### config.mk
export PLATFORM = sky130hd
export DESIGN_NAME = accc_blend
export DESIGN_NICKNAME = d
export VERILOG_FILES = /design/src/rtl/accc_pkg.sv /design/src/rtl/accc_blend.sv
export SDC_FILE = /design/constraint.sdc
export NUM_CORES = 2
export LEC_CHECK = 0
export BUFFER_PORTS_ARGS = -buffer_cell sky130_fd_sc_hd__buf_2
export CORE_ASPECT_RATIO = 1.5
export CORE_MARGIN = 2
export CORE_UTILIZATION = 25
export DETAILED_ROUTE_END_ITERATION = 8
export GPL_ROUTABILITY_DRIVEN = 0
export PLACE_DENSITY = 0.47
export SYNTH_ARGS = -nofsm -noshare
export SYNTH_HDL_FRONTEND = slang
export SYNTH_SLANG_ARGS = --single-unit
### constraint.sdc
create_clock -name i_clk -period 10.05 [get_ports i_clk]
set_input_delay 1.005 -clock i_clk [delete_from_list [all_inputs] [get_ports i_clk]]
set_output_delay 1.005 -clock i_clk [all_outputs]
set_load 0.03 [all_outputs]
### src/rtl/accc_pkg.sv
package accc_pkg;

    localparam int ChanW   = 8;
    localparam int LinW    = 17;
    localparam int LumaW   = 17;
    localparam int RatioW  = 13;
    localparam int NumW    = 25;
    localparam int DenW    = 17;
    localparam int CfgIdxW = 3;
    localparam int CfgW    = 13;

    localparam int DivBitsPerStage = 3;
    localparam int DivStages = (RatioW + DivBitsPerStage - 1) / DivBitsPerStage;

    localparam logic [RatioW-1:0] RatioMax  = 13'd5376;
    localparam logic [DenW-1:0]   LumOffset = 17'd3277;

    localparam logic [15:0] WeightRed   = 16'd13933;
    localparam logic [15:0] WeightGreen = 16'd46871;
    localparam logic [15:0] WeightBlue  = 16'd4732;

    typedef logic [ChanW-1:0] t_chan;
    typedef logic [LinW-1:0]  t_lin;
    typedef t_lin t_lin_table [256];

    typedef enum logic [1:0] {
        VERDICT_PASS = 2'd0,
        VERDICT_WARN = 2'd1,
        VERDICT_FAIL = 2'd2
    } t_verdict;

    typedef enum logic [CfgIdxW-1:0] {
        REG_BACKDROP_RED   = 3'd0,
        REG_BACKDROP_GREEN = 3'd1,
        REG_BACKDROP_BLUE  = 3'd2,
        REG_PASS_THRESHOLD = 3'd3,
        REG_WARN_THRESHOLD = 3'd4
    } t_cfg_idx;

    typedef struct packed {
        t_chan red;
        t_chan green;
        t_chan blue;
    } t_rgb;

    typedef struct packed {
        t_rgb  fore;
        t_chan fore_alpha;
        t_rgb  surf;
        t_chan surf_alpha;
    } t_pix;

    typedef struct packed {
        t_rgb text;
        t_rgb back;
    } t_col_pair;

    // item moving through the divider stages
    typedef struct packed {
        logic [DenW-1:0]   rem;
        logic [NumW-1:0]   num;
        logic [DenW-1:0]   den;
        logic [RatioW-1:0] quo;
        logic [LumaW-1:0]  y_text;
        logic [LumaW-1:0]  y_back;
    } t_div_item;

    // rounded blend over an opaque bottom, x/255 done as (x + (x>>8) + 1) >> 8
    function automatic t_chan blend8(input t_chan top, input t_chan alpha, input t_chan bot);
        logic [16:0] x;
        logic [16:0] y;
        x = 17'(top * alpha) + 17'(bot * (8'd255 - alpha)) + 17'd127;
        y = x + (x >> 8) + 17'd1;
        return y[15:8];
    endfunction

    function automatic logic [63:0] pow5_q24(input logic [63:0] r);
        logic [63:0] p;
        p = r;
        for (int k = 0; k < 4; k++) begin
            p = (p * r) >> 24;
        end
        return p;
    endfunction

    // srgb linearisation, q1.16, evaluated at elaboration only
    function automatic t_lin lin_entry(input int unsigned i);
        logic [63:0] t;
        logic [63:0] v;
        logic [63:0] lo;
        logic [63:0] hi;
        logic [63:0] mid;
        logic [63:0] lin24;
        logic [63:0] ii;
        ii = 64'(i);
        if (ii * 64'd100000 <= 64'd1001640) begin
            return t_lin'((ii * 64'd6553600 + 64'd164730) / 64'd329460);
        end
        t = (((ii * 64'd1000 + 64'd14025) << 24) + 64'd134512) / 64'd269025;
        v = (t * t + 64'd8388608) >> 24;
        lo = 64'd0;
        hi = 64'd16777216;
        while (lo < hi) begin
            mid = (lo + hi + 64'd1) >> 1;
            if (pow5_q24(mid) <= v) begin
                lo = mid;
            end else begin
                hi = mid - 64'd1;
            end
        end
        lin24 = (v * lo + 64'd8388608) >> 24;
        return t_lin'((lin24 + 64'd128) >> 8);
    endfunction

    function automatic t_lin_table lin_table_build();
        t_lin_table tab;
        for (int unsigned i = 0; i < 256; i++) begin
            tab[i] = lin_entry(i);
        end
        return tab;
    endfunction

    localparam t_lin_table LinTable = lin_table_build();

endpackage

### src/rtl/accc_blend.sv
module accc_blend (
    input  logic                i_clk,
    input  logic                i_rst_n,
    input  logic                i_valid,
    output logic                o_ready,
    input  accc_pkg::t_pix      i_pix,
    input  accc_pkg::t_rgb      i_backdrop,
    output logic                o_valid,
    input  logic                i_ready,
    output accc_pkg::t_col_pair o_col
);

    logic              r_v1;
    logic              r_v2;
    accc_pkg::t_rgb    r_back1;
    accc_pkg::t_rgb    r_fore1;
    accc_pkg::t_chan   r_fa1;
    accc_pkg::t_col_pair r_col2;
    accc_pkg::t_rgb    n_back1;
    accc_pkg::t_rgb    n_text2;
    logic              en1;
    logic              en2;

    // stage enables, a stage moves when empty or when its successor moves
    assign en2     = !r_v2 || i_ready;
    assign en1     = !r_v1 || en2;
    assign o_ready = en1;

    // surface over backdrop
    always_comb begin
        n_back1.red   = accc_pkg::blend8(i_pix.surf.red,   i_pix.surf_alpha, i_backdrop.red);
        n_back1.green = accc_pkg::blend8(i_pix.surf.green, i_pix.surf_alpha, i_backdrop.green);
        n_back1.blue  = accc_pkg::blend8(i_pix.surf.blue,  i_pix.surf_alpha, i_backdrop.blue);
    end

    // foreground over effective background
    always_comb begin
        n_text2.red   = accc_pkg::blend8(r_fore1.red,   r_fa1, r_back1.red);
        n_text2.green = accc_pkg::blend8(r_fore1.green, r_fa1, r_back1.green);
        n_text2.blue  = accc_pkg::blend8(r_fore1.blue,  r_fa1, r_back1.blue);
    end

    // valid bits
    always_ff @(posedge i_clk) begin
        if (!i_rst_n) begin
            r_v1 <= 1'b0;
            r_v2 <= 1'b0;
        end else begin
            if (en1) r_v1 <= i_valid;
            if (en2) r_v2 <= r_v1;
        end
    end

    // payload
    always_ff @(posedge i_clk) begin
        if (en1 && i_valid) begin
            r_back1 <= n_back1;
            r_fore1 <= i_pix.fore;
            r_fa1   <= i_pix.fore_alpha;
        end
        if (en2 && r_v1) begin
            r_col2.back <= r_back1;
            r_col2.text <= n_text2;
        end
    end

    assign o_valid = r_v2;
    assign o_col   = r_col2;

endmodule

==> metrics.yaml <==
outcome:
  status: "finished, final reports clean"
cts:
  holdBufCountCts: 0
  cts_root_buf: "clkbuf_16"
  clock_latency_ns: 0.44
  cts_resized: 0
  cts_tree: "yes"
  numCtsBuffers: 9
  ctsLongestPathBuffers: 2
  cts_sinks: 106
  h-tree-depth: 3
  cts_setup_buffers: 0
  cts.clk_slew.worst_paths_ns: 0.08
final_layout:
  fill_cells: 13900
  area_growth_pct: 9.40
  mostFrequentLayoutCell: "inv_1"
  drive_gt1_frac: 0.0576
  nets: 4604
  fin_area_um2: 35500
  layout_common_cells: "inv_1, fa_1, ha_1"
synth:
  syn_nets: 4511
  async_flop_share: 0
  synthTopCellsByArea: "fa_1, ha_1, edfxtp_1"
  ys_ff_latch: 106
  synth.area.mux_share: 0.00193
  synth_simple_gate_area_share: 0.169
  synth_cell_type_count: 73
  synth-edff-count: 104
  seq_area_frac_synth: 0.0975
  synth_top_area_cell: "fa_1"
  yosysTopAreaCellShare: 0.385
  synth_cells: 3389
  yosys.area_share.adder: 0.543
  synth_compound_area_frac: 0.0526
  synth_top_family_by_area: "adder cells"
  yosysWarnings: 0
  synth_xor_area_frac: 0.0353
  syn_area_per_cell_um2: 9.57
  synth-main-ff-cell: "edfxtp_1"
  synthesis.area_um2: 32400
detailed_routing:
  route.detailed.drc: 0
  via_count: 22200
  vias_per_cell: 4.27
  drtPass1Iterations: 4
  wl_per_cell_um: 16.1
  finalWirelength_um: 83500
  drt_iter0_drc: 633
  ant_nets: 0
timing:
  hold_viol_final: 0
  drv_slew: 0
  finalClockSkew_ns: 0.0103
  rsz0062_at_grt: "no"
  max_freq_ghz: 0.121
  relSlewSlack: 0.344
  setup-tns-final_ns: 0
  period_minus_slack_ns: 8.28
  worst_slew_pin_slew_ns: 0.984
  setup_viol: 0
  fin_crit_sh: 0.824
global_route:
  grt_pass1_wl_um: 137000
  grt.total_usage: 0.132
  first_global_vias: 25100
  grt-ovfl-total: 0
  antenna_found_initial: 18
  grt_max_degree: 49
floorplanning:
  io_pins: 142
  start_util: 0.252
  core_area_um2: 129000
  rows: 161
  die_w_um: 298
  die_h_um: 445
  die_area_um2: 133000
min_path:
  min-delay-path-class: "flip-flop to flip-flop"
placement:
  place_area_um2: 35200
  hpwl_um: 69900
  portBuffers: 141
critical_path:
  crit_top_cell: "fa_1"
  critical_path.max_fanout: 37
  worstPathArrival_ns: 8.46
  cp-start-kind: "flip-flop"
  slowest_stage: "edfxtp_1"
  end_kind: "flip-flop"
  slowest_delay_ns: 0.66
  cp_data_required_time_ns: 10.23
  worstSetupPathType: "flip-flop to flip-flop"
flow_run:
  maxCapViolations: 0
[synthesized netlist by cell type, types with 21 or more instances]
master,instances
ha_1,406
and2_1,215
clkbuf_1,84
o21ai_0,38
edfxtp_1,104
a21oi_1,73
inv_1,787
nor2_1,56
xor2_1,45
nand2b_1,175
o21a_1,26
xnor2_1,83
a21o_1,21
fa_1,624
nor3_1,27
nor2b_1,236
nand2_1,223
[layout make-up]
| type | instances | area, um^2 | area share |
|---|---|---|---|
| clock inverters | 5 | 55.1 | 0.00155 |
| repair buffers | 167 | 926 | 0.0261 |
| multi-input cells | 2411 | 26000 | 0.733 |
| clock buffers | 11 | 233 | 0.00656 |
| flip-flops and latches | 106 | 3160 | 0.0891 |
| well taps | 1711 | 2140 | 0.0603 |
| inverters | 787 | 2950 | 0.0832 |
| diodes | 3 | 7.51 | 0.000212 |
[stage by stage]
stage / cells / setup slack, ns / utilization / hold WS [ns]
final: 5201 / 1.77 / 0.276 / 0.533
after global placement: 5182 / 1.32 / 0.274 / 0.513
after CTS: 5198 / 1.70 / 0.276 / 0.536
after detailed placement: 5182 / 1.26 / 0.274 / 0.516
after floorplan: 3389 / 2.06 / - / 0.477
after global routing: 5199 / 1.16 / 0.276 / 0.585
[critical path, delay by kind of cell (launching register included)]
| kind | cells | cell delay [ns] |
|---|---|---|
| fa+ha+maj | 9 | 4.06 |
| compound gates | 7 | 1.49 |
| mux | 1 | 0.19 |
| flops | 1 | 0.66 |
| simple gates | 4 | 0.45 |
| buf+inv | 5 | 0.72 |
| xor+xnor | 2 | 0.44 |
[layer usage]
layer,global-route usage,vias to the layer above,part of all wire,wire length [um]
met5,0,-,0.0012,97
met4,0.0266,14,0.014,1140
met3,0.0169,57,0.025,2080
met2,0.258,220,0.55,46200
met1,0.152,11500,0.41,34100
li1,-,10500,-,-
[path summary, 6_finish.rpt]
| check | from | to | slack (ns) | cells after the start |
|---|---|---|---|---|
| setup reg to reg | r_fa1[2] | o_col[42] | 1.77 | 28 |
| hold / removal | r_v1 | o_valid | 0.53 | 1 |
| hold reg to reg | r_v1 | o_valid | 0.53 | 1 |
| setup / recovery | r_fa1[2] | o_col[42] | 1.77 | 28 |
[sequential cells by signal (all words and copies together) (netlist names)]
signal	cells
r_fa1	8
o_valid	1
o_col	48
r_v1	1
r_fore1	24
r_back1	24
[kinds of logic after synthesis]
group,Yosys count
flops,106
mux,6
simple gates,991
xor+xnor,129
buf+inv,872
fa+ha+maj,1033
compound gates,252
Power is not shown: default switching activity piles up to over one toggle a cycle in this logic, so the estimate is an artifact.
