**config.mk**
```make
export PLATFORM = sky130hd
export DESIGN_NAME = accc_div
export DESIGN_NICKNAME = d
export VERILOG_FILES = /design/src/rtl/accc_pkg.sv /design/src/rtl/accc_div.sv
export SDC_FILE = /design/constraint.sdc
export NUM_CORES = 1
export LEC_CHECK = 0
export CORE_MARGIN = 5
export CORE_UTILIZATION = 50
export DETAILED_ROUTE_END_ITERATION = 8
export DONT_BUFFER_PORTS = 1
export PLACE_DENSITY = 0.62
export SYNTH_ARGS = -nofsm -noshare
export SYNTH_HDL_FRONTEND = slang
export SYNTH_SLANG_ARGS = --single-unit
```
**constraint.sdc**
```tcl
create_clock -name i_clk -period 26.4 [get_ports i_clk]
set_clock_uncertainty 0.15 [all_clocks]
set_input_delay 1.32 -clock i_clk [delete_from_list [all_inputs] [get_ports i_clk]]
set_output_delay 1.32 -clock i_clk [all_outputs]
set_load 0.03 [all_outputs]
```
**src/rtl/accc_pkg.sv**
```systemverilog
package accc_pkg;

    localparam int ChanW   = 8;
    localparam int LinW    = 17;
    localparam int LumaW   = 17;
    localparam int RatioW  = 13;
    localparam int NumW    = 25;
    localparam int DenW    = 17;
    localparam int CfgIdxW = 3;
    localparam int CfgW    = 13;

    localparam int DivBitsPerStage = 3;
    localparam int DivStages = (RatioW + DivBitsPerStage - 1) / DivBitsPerStage;

    localparam logic [RatioW-1:0] RatioMax  = 13'd5376;
    localparam logic [DenW-1:0]   LumOffset = 17'd3277;

    localparam logic [15:0] WeightRed   = 16'd13933;
    localparam logic [15:0] WeightGreen = 16'd46871;
    localparam logic [15:0] WeightBlue  = 16'd4732;

    typedef logic [ChanW-1:0] t_chan;
    typedef logic [LinW-1:0]  t_lin;
    typedef t_lin t_lin_table [256];

    typedef enum logic [1:0] {
        VERDICT_PASS = 2'd0,
        VERDICT_WARN = 2'd1,
        VERDICT_FAIL = 2'd2
    } t_verdict;

    typedef enum logic [CfgIdxW-1:0] {
        REG_BACKDROP_RED   = 3'd0,
        REG_BACKDROP_GREEN = 3'd1,
        REG_BACKDROP_BLUE  = 3'd2,
        REG_PASS_THRESHOLD = 3'd3,
        REG_WARN_THRESHOLD = 3'd4
    } t_cfg_idx;

    typedef struct packed {
        t_chan red;
        t_chan green;
        t_chan blue;
    } t_rgb;

    typedef struct packed {
        t_rgb  fore;
        t_chan fore_alpha;
        t_rgb  surf;
        t_chan surf_alpha;
    } t_pix;

    typedef struct packed {
        t_rgb text;
        t_rgb back;
    } t_col_pair;

    // item moving through the divider stages
    typedef struct packed {
        logic [DenW-1:0]   rem;
        logic [NumW-1:0]   num;
        logic [DenW-1:0]   den;
        logic [RatioW-1:0] quo;
        logic [LumaW-1:0]  y_text;
        logic [LumaW-1:0]  y_back;
    } t_div_item;

    // rounded blend over an opaque bottom, x/255 done as (x + (x>>8) + 1) >> 8
    function automatic t_chan blend8(input t_chan top, input t_chan alpha, input t_chan bot);
        logic [16:0] x;
        logic [16:0] y;
        x = 17'(top * alpha) + 17'(bot * (8'd255 - alpha)) + 17'd127;
        y = x + (x >> 8) + 17'd1;
        return y[15:8];
    endfunction

    function automatic logic [63:0] pow5_q24(input logic [63:0] r);
        logic [63:0] p;
        p = r;
        for (int k = 0; k < 4; k++) begin
            p = (p * r) >> 24;
        end
        return p;
    endfunction

    // srgb linearisation, q1.16, evaluated at elaboration only
    function automatic t_lin lin_entry(input int unsigned i);
        logic [63:0] t;
        logic [63:0] v;
        logic [63:0] lo;
        logic [63:0] hi;
        logic [63:0] mid;
        logic [63:0] lin24;
        logic [63:0] ii;
        ii = 64'(i);
        if (ii * 64'd100000 <= 64'd1001640) begin
            return t_lin'((ii * 64'd6553600 + 64'd164730) / 64'd329460);
        end
        t = (((ii * 64'd1000 + 64'd14025) << 24) + 64'd134512) / 64'd269025;
        v = (t * t + 64'd8388608) >> 24;
        lo = 64'd0;
        hi = 64'd16777216;
        while (lo < hi) begin
            mid = (lo + hi + 64'd1) >> 1;
            if (pow5_q24(mid) <= v) begin
                lo = mid;
            end else begin
                hi = mid - 64'd1;
            end
        end
        lin24 = (v * lo + 64'd8388608) >> 24;
        return t_lin'((lin24 + 64'd128) >> 8);
    endfunction

    function automatic t_lin_table lin_table_build();
        t_lin_table tab;
        for (int unsigned i = 0; i < 256; i++) begin
            tab[i] = lin_entry(i);
        end
        return tab;
    endfunction

    localparam t_lin_table LinTable = lin_table_build();

endpackage

```
**src/rtl/accc_div.sv**
```systemverilog
module accc_div (
    input  logic                i_clk,
    input  logic                i_rst_n,
    input  logic                i_valid,
    output logic                o_ready,
    input  accc_pkg::t_div_item i_item,
    output logic                o_valid,
    input  logic                i_ready,
    output accc_pkg::t_div_item o_item
);

    localparam int NS = accc_pkg::DivStages;

    logic                r_v    [NS];
    accc_pkg::t_div_item r_st   [NS];
    accc_pkg::t_div_item n_st   [NS];
    logic                en     [NS];
    logic                vin    [NS];

    // a few restoring steps per stage, quotient msb first
    function automatic accc_pkg::t_div_item div_step(input accc_pkg::t_div_item x, input int s);
        accc_pkg::t_div_item y;
        logic [accc_pkg::DenW:0] trial;
        int j;
        y = x;
        for (int k = 0; k < accc_pkg::DivBitsPerStage; k++) begin
            j = accc_pkg::RatioW - 1 - accc_pkg::DivBitsPerStage * s - k;
            if (j >= 0) begin
                trial = {y.rem, y.num[j]};
                if (trial >= {1'b0, y.den}) begin
                    trial    = trial - {1'b0, y.den};
                    y.quo[j] = 1'b1;
                end
                y.rem = trial[accc_pkg::DenW-1:0];
            end
        end
        return y;
    endfunction

    for (genvar s = 0; s < NS; s++) begin : g_stage
        if (s == NS - 1) begin : g_last
            assign en[s] = !r_v[s] || i_ready;
        end else begin : g_mid
            assign en[s] = !r_v[s] || en[s+1];
        end
        if (s == 0) begin : g_first
            assign vin[s]  = i_valid;
            assign n_st[s] = div_step(i_item, s);
        end else begin : g_next
            assign vin[s]  = r_v[s-1];
            assign n_st[s] = div_step(r_st[s-1], s);
        end

        always_ff @(posedge i_clk) begin
            if (!i_rst_n) begin
                r_v[s] <= 1'b0;
            end else if (en[s]) begin
                r_v[s] <= vin[s];
            end
        end

        always_ff @(posedge i_clk) begin
            if (en[s] && vin[s]) r_st[s] <= n_st[s];
        end
    end

    assign o_ready = en[0];
    assign o_valid = r_v[NS-1];
    assign o_item  = r_st[NS-1];

endmodule

```
==> results.yml, run 1 <==
synth:
  synth_top_area_frac: 0.5301
  synth_edf_count: 534
  synth_cells: 2519
  synth_most_common_cell: "edfxtp_1"
  ys_warn_count: 0
  async_flop_share: 0
  synthFlopType: "edfxtp_1"
  synth_cell_type_count: 89
  avgSynthCellArea_um2: 12.01
  ys_ff_latch: 535
  ys_top_cells_by_area: "edfxtp_1, ha_1, mux2_2"
  syn_area_um2: 30250
  synth_fp_nets: 2863
  seq_area_frac_synth: 0.5308
  netlist_top_cells_count: "edfxtp_1, ha_1, inv_1"
  synth_top_cell_by_area: "edfxtp_1"
global_routing:
  grt_pass1_wl_um: 107600
  grt_max_degree: 80
  grt_overflow: 0
  antenna_found_initial: 1
  grt_pass1_vias: 19270
  track_usage: 0.2035
route:
  routed-wl-met3_um: 2603
  dr_total_vias: 19130
  via_per_inst: 5.832
  ant_nets: 0
  top_layer: "met4"
  drc: 0
  wl_met1_um: 27890
  wl_met2_um: 36010
  wirelength_um: 68690
  first_iter_violations: 1126
  dr.pass1.iters: 7
  routedWlPerCell_um: 20.94
timing:
  hold_viol: 0
  finalCritPeriodShare: 0.3750
  max_freq_ghz: 0.1010
  setup_viol: 0
  tightest_slew_ns: 1.216
  slew_violations: 0
  tns_ns: 0
  period_needed_ns: 9.899
  relSlewSlack: 0.1876
  rsz0062_at_grt: "false"
  whs_ns: 0.2625
placement:
  gp_congestion: 0.9032
  post-dp-hpwl_um: 52060
  numPortBuffers: 0
worst_setup_path:
  crit_type: "flip-flop to flip-flop"
  critPathArrivalTime_ns: 10.07
  cp.required_ns: 26.57
  critical_path.max_stage_delay_ns: 0.85
  crit_fanout: 21
  worst_path_max_delay_cell: "or4b_1"
  crit_path_end_kind: "flip-flop"
  critPathLaunchType: "flip-flop"
clock_tree:
  cts_hold_buf: 0
  clk_pin_slew_ns: 0.06
  cts_tree: "built"
  cts_buffers: 55
  cts-root-buf: "clkbuf_16"
  ctsResizeCount: 0
  cts_setup_buffers: 0
  cts.sink_count: 535
  clockBufferDepth: 3
  clk_latency_ns: 0.63
  h-tree-depth: 2
cells_and_area:
  seq_area_um2: 16060
  n_fill_cell: 5151
  multiInputGateArea_um2: 12660
  final_layout_size_suffix_gt1_frac: 0.1017
  fin_nets: 2796
  syn_to_final_growth_pct: 6.776
floorplan:
  die_w_um: 256.0
  start_util: 0.5030
  die_y_um: 256.0
  fp.coreArea_um2: 60130
  io_pins: 218
  std_cell_rows: 90
  dieArea_um2: 65520
status:
  outcome: "complete, no violations"
hold_path:
  hp-class: "flip-flop to flip-flop"
run:
  maxCapViolCount: 0
-- state kept, by name (all words and copies together) (netlist names) --
register / count
r_v: 5
r_st: 530
-- layout make-up --
type                    count  share of cell area
repair buffers             16            0.003719
clock buffers              59             0.04308
multi-input cells        1675              0.3919
flip-flops and latches    535              0.4971
inverters                 169             0.01964
well taps                 782             0.03029
diodes                      1          0.00007748
clock inverters            43             0.01414
-- cells by family (layout without fill, tap and decap cells) --
| logic type | count (synthesis) | after routing | synth area share |
|---|---|---|---|
| buffers and inverters | 309 | 287 | 0.05303 |
| AOI/OAI and AO/OA | 571 | 571 | 0.1250 |
| and+or+nand+nor | 578 | 578 | 0.09576 |
| muxes | 142 | 142 | 0.05200 |
| DFF | 535 | 535 | 0.5308 |
| adders and majority gates | 234 | 234 | 0.1000 |
| other | 0 | 1 | 0 |
| xor gates and xnor gates | 150 | 150 | 0.04343 |
-- routing by layer --
layer  vias up  global-route usage
li1       9227                   -
met1      9332              0.2463
met2       450              0.3762
met3       119             0.02821
met4         0             0.06447
met5         -                   0
-- final timing paths --
check | cells after the start | slack (ns) | to | start
max reg2reg | 33 | 16.50 | r_st[0][312] | r_st[0][176]
max | 33 | 16.50 | r_st[0][312] | r_st[0][176]
min | 0 | 0.26 | r_st[0][448] | r_st[0][342]
min reg2reg | 0 | 0.26 | r_st[0][448] | r_st[0][342]
-- per-stage QoR --
| stage | area [µm²] | std cells | setup WS, ns | util |
|---|---|---|---|---|
| after CTS | 32290 | 3279 | 16.55 | 0.5371 |
| after global routing | 32300 | 3280 | 15.87 | 0.5371 |
| after floorplan | 30250 | 2519 | 16.35 | - |
| after detailed placement | 30450 | 3177 | 16.37 | 0.5063 |
| final | 32300 | 3280 | 16.50 | 0.5371 |
| after global placement | 30450 | 3177 | 16.72 | 0.5063 |
-- cells in the final DEF (no fill, tap or decap), types with 55 or more instances in the layout --
cell type / count
clkbuf_16: 55
xor2_1: 60
inv_1: 169
o21ai_0: 123
a21oi_1: 151
nor2_1: 135
nor3_1: 56
nand2_1: 132
edfxtp_1: 534
xnor2_1: 90
ha_1: 221
mux2_2: 100
-- worst max-delay path, delay by kind of cell, from the launching register on --
| family | cells | cell delay (ns) |
|---|---|---|
| AO/OA/AOI/OAI | 16 | 4.07 |
| AND/OR/NAND/NOR | 7 | 2.36 |
| adder cells (fa/ha/maj) | 4 | 1.49 |
| buffers and inverters | 5 | 0.84 |
| flip-flops | 1 | 0.46 |
| multiplexers | 1 | 0.19 |
Power of run 1 is left out: the tool's default activity adds up to more than one toggle a clock period on the data nets, which glitch-free logic cannot reach.
==> inputs of run 2 (changes only) <==
PLACE_DENSITY = 0.65   (was 0.62)
clock period = 8.41 ns   (was 26.4 ns; I/O delays follow)
==> results.yml, run 2 (synthesis results as in run 1) <==
cells_and_area:
  postLayoutCoreUtil: 0.5609
  largest_reg_flops: 530
  fin_nets: 2931
  fin_area_um2: 33730
  n_fill_cell: 4948
  multiInputGateArea_um2: 12760
  layout_common_cells: "edfxtp_1, ha_1, inv_1"
  seq_area_um2: 16060
  syn_to_final_growth_pct: 11.52
  final_layout_size_suffix_gt1_frac: 0.1197
  reg_top3: "r_st x530, r_v x5"
  layout_commonest_cell: "edfxtp_1"
  final_cells: 3414
  insertedDiodeCount: 0
  largest_register: "r_st"
clock_tree:
  cts_tree: "built"
  clockBufferDepth: 3
  h-tree-depth: 2
  cts_buffers: 55
  cts.sink_count: 535
  clk_latency_ns: 0.61
  clk_pin_slew_ns: 0.06
  cts-root-buf: "clkbuf_16"
run:
  maxCapViolCount: 0
worst_setup_path:
  r2r_cells: 28
  critPathLaunchType: "flip-flop"
  critical_path.max_stage_delay_ns: 0.43
  r2r_slack_ns: 0.45
  r2r_end: "r_st[0][201]"
  r2r_start: "r_st[0][73]"
  cp.required_ns: 8.61
  critPathArrivalTime_ns: 8.16
  crit_type: "flip-flop to flip-flop"
  worst_path_max_delay_cell: "a2111oi_4"
  crit_fanout: 8
  crit_path_end_kind: "flip-flop"
  crit_buf_inv: 3
  path_delay_family: "compound AO/OA/AOI/OAI gates"
floorplan:
  die_w_um: 256.0
  io_pins: 218
  die_y_um: 256.0
  start_util: 0.5030
  dieArea_um2: 65520
  fp.coreArea_um2: 60130
  std_cell_rows: 90
hold_path:
  hold_path_depth: 2
  min-delay-start: "i_item[47]"
  hp-class: "input pin to flip-flop"
  worstHoldEndpoint: "r_st[0][89]"
timing:
  slew_violations: 0
  relSlewSlack: 0.2315
  tightest_slew_ns: 1.150
  period_needed_ns: 7.955
  whs_ns: 0.06983
  setup_viol: 0
  finalCritPeriodShare: 0.9459
  max_freq_ghz: 0.1257
  hold_viol: 0
route:
  via_per_inst: 5.807
  dr.pass1.iters: 6
  wirelength_um: 71880
  first_iter_violations: 1347
  ant_nets: 0
  dr_total_vias: 19830
  routedWlPerCell_um: 21.05
  drc: 0
placement:
  gp_congestion: 0.9349
  placed_area_um2: 30740
  place_inst: 3212
  numPortBuffers: 0
  post-dp-hpwl_um: 54930
global_routing:
  grt_pass1_wl_um: 111700
  track_usage: 0.2127
  grt_max_degree: 75
  grt_pass1_vias: 20060
  antenna_found_initial: 1
  grt_overflow: 0
status:
  outcome: "complete, no violations"
-- run 2: cell count changes in the layout (fill, tap and decap cells not counted), moves of 4 or more --
cell           delta
buf_4            +39
a21oi_1           -4
o21ai_0           -9
o21ai_1           +8
a211oi_2          +4
dlygate4sd3_1    +93
-- run 2: how the worst max path moves through the flow --
| stage | slack (ns) | from | endpoint | cells past startpoint |
|---|---|---|---|---|
| CTS | 0.007 | r_st[0][176] | r_st[0][306] | 34 |
| global placement | -0.08 | r_st[0][48] | r_st[0][201] | 26 |
| global route | -0.11 | r_st[0][176] | r_st[0][306] | 35 |
| detailed placement | -0.13 | r_st[0][48] | r_st[0][201] | 27 |
| finish | 0.45 | r_st[0][73] | r_st[0][201] | 28 |
| floorplan | 0.21 | r_st[0][176] | r_st[0][306] | 34 |
-- run 2: routing by layer --
metal,GRT usage,vias up,part of all wire
met5,0,-,0
met4,0.08651,0,0.044
met3,0.02565,156,0.042
met2,0.3806,614,0.51
met1,0.2626,9565,0.40
li1,-,9491,-
-- run 2: worst reg2reg max path, delay by kind of cell, from the launching register on --
family | cells | cell delay, ns
AND/OR/NAND/NOR | 2 | 0.36
AO/OA/AOI/OAI | 16 | 4.06
flip-flops | 1 | 0.42
adder cells (fa/ha/maj) | 4 | 1.31
buffers and inverters | 3 | 0.34
multiplexers | 3 | 1.08
-- run 2: timing repair --
item | 4_1_cts | 5_1_grt
buffers inserted | 0 | 7
setup endpoints to repair | 19 | 53
endpoints found under the hold margin | 99 | 0
gates resized for setup | 3 | 28
hold buffers | 93 | 0
pin swaps | 1 | 3
-- run 2: stage by stage --
stage	setup slack (ns)	setup TNS, ns
after floorplan	0.2073	0
after global placement	-0.08057	-0.6063
after detailed placement	-0.1278	-1.392
after CTS	0.006977	0
after global routing	-0.1051	-1.086
final	0.4547	0
-- run 2: layout make-up --
cell class,instances,share of cell area
inverter,169,0.01881
tap,782,0.02901
timing repair buffer,151,0.04162
sequential,535,0.4760
clock inverter,46,0.01536
clock buffer,56,0.04091
multi-input combinational,1675,0.3783
Power of run 2 is left out for the same reason.
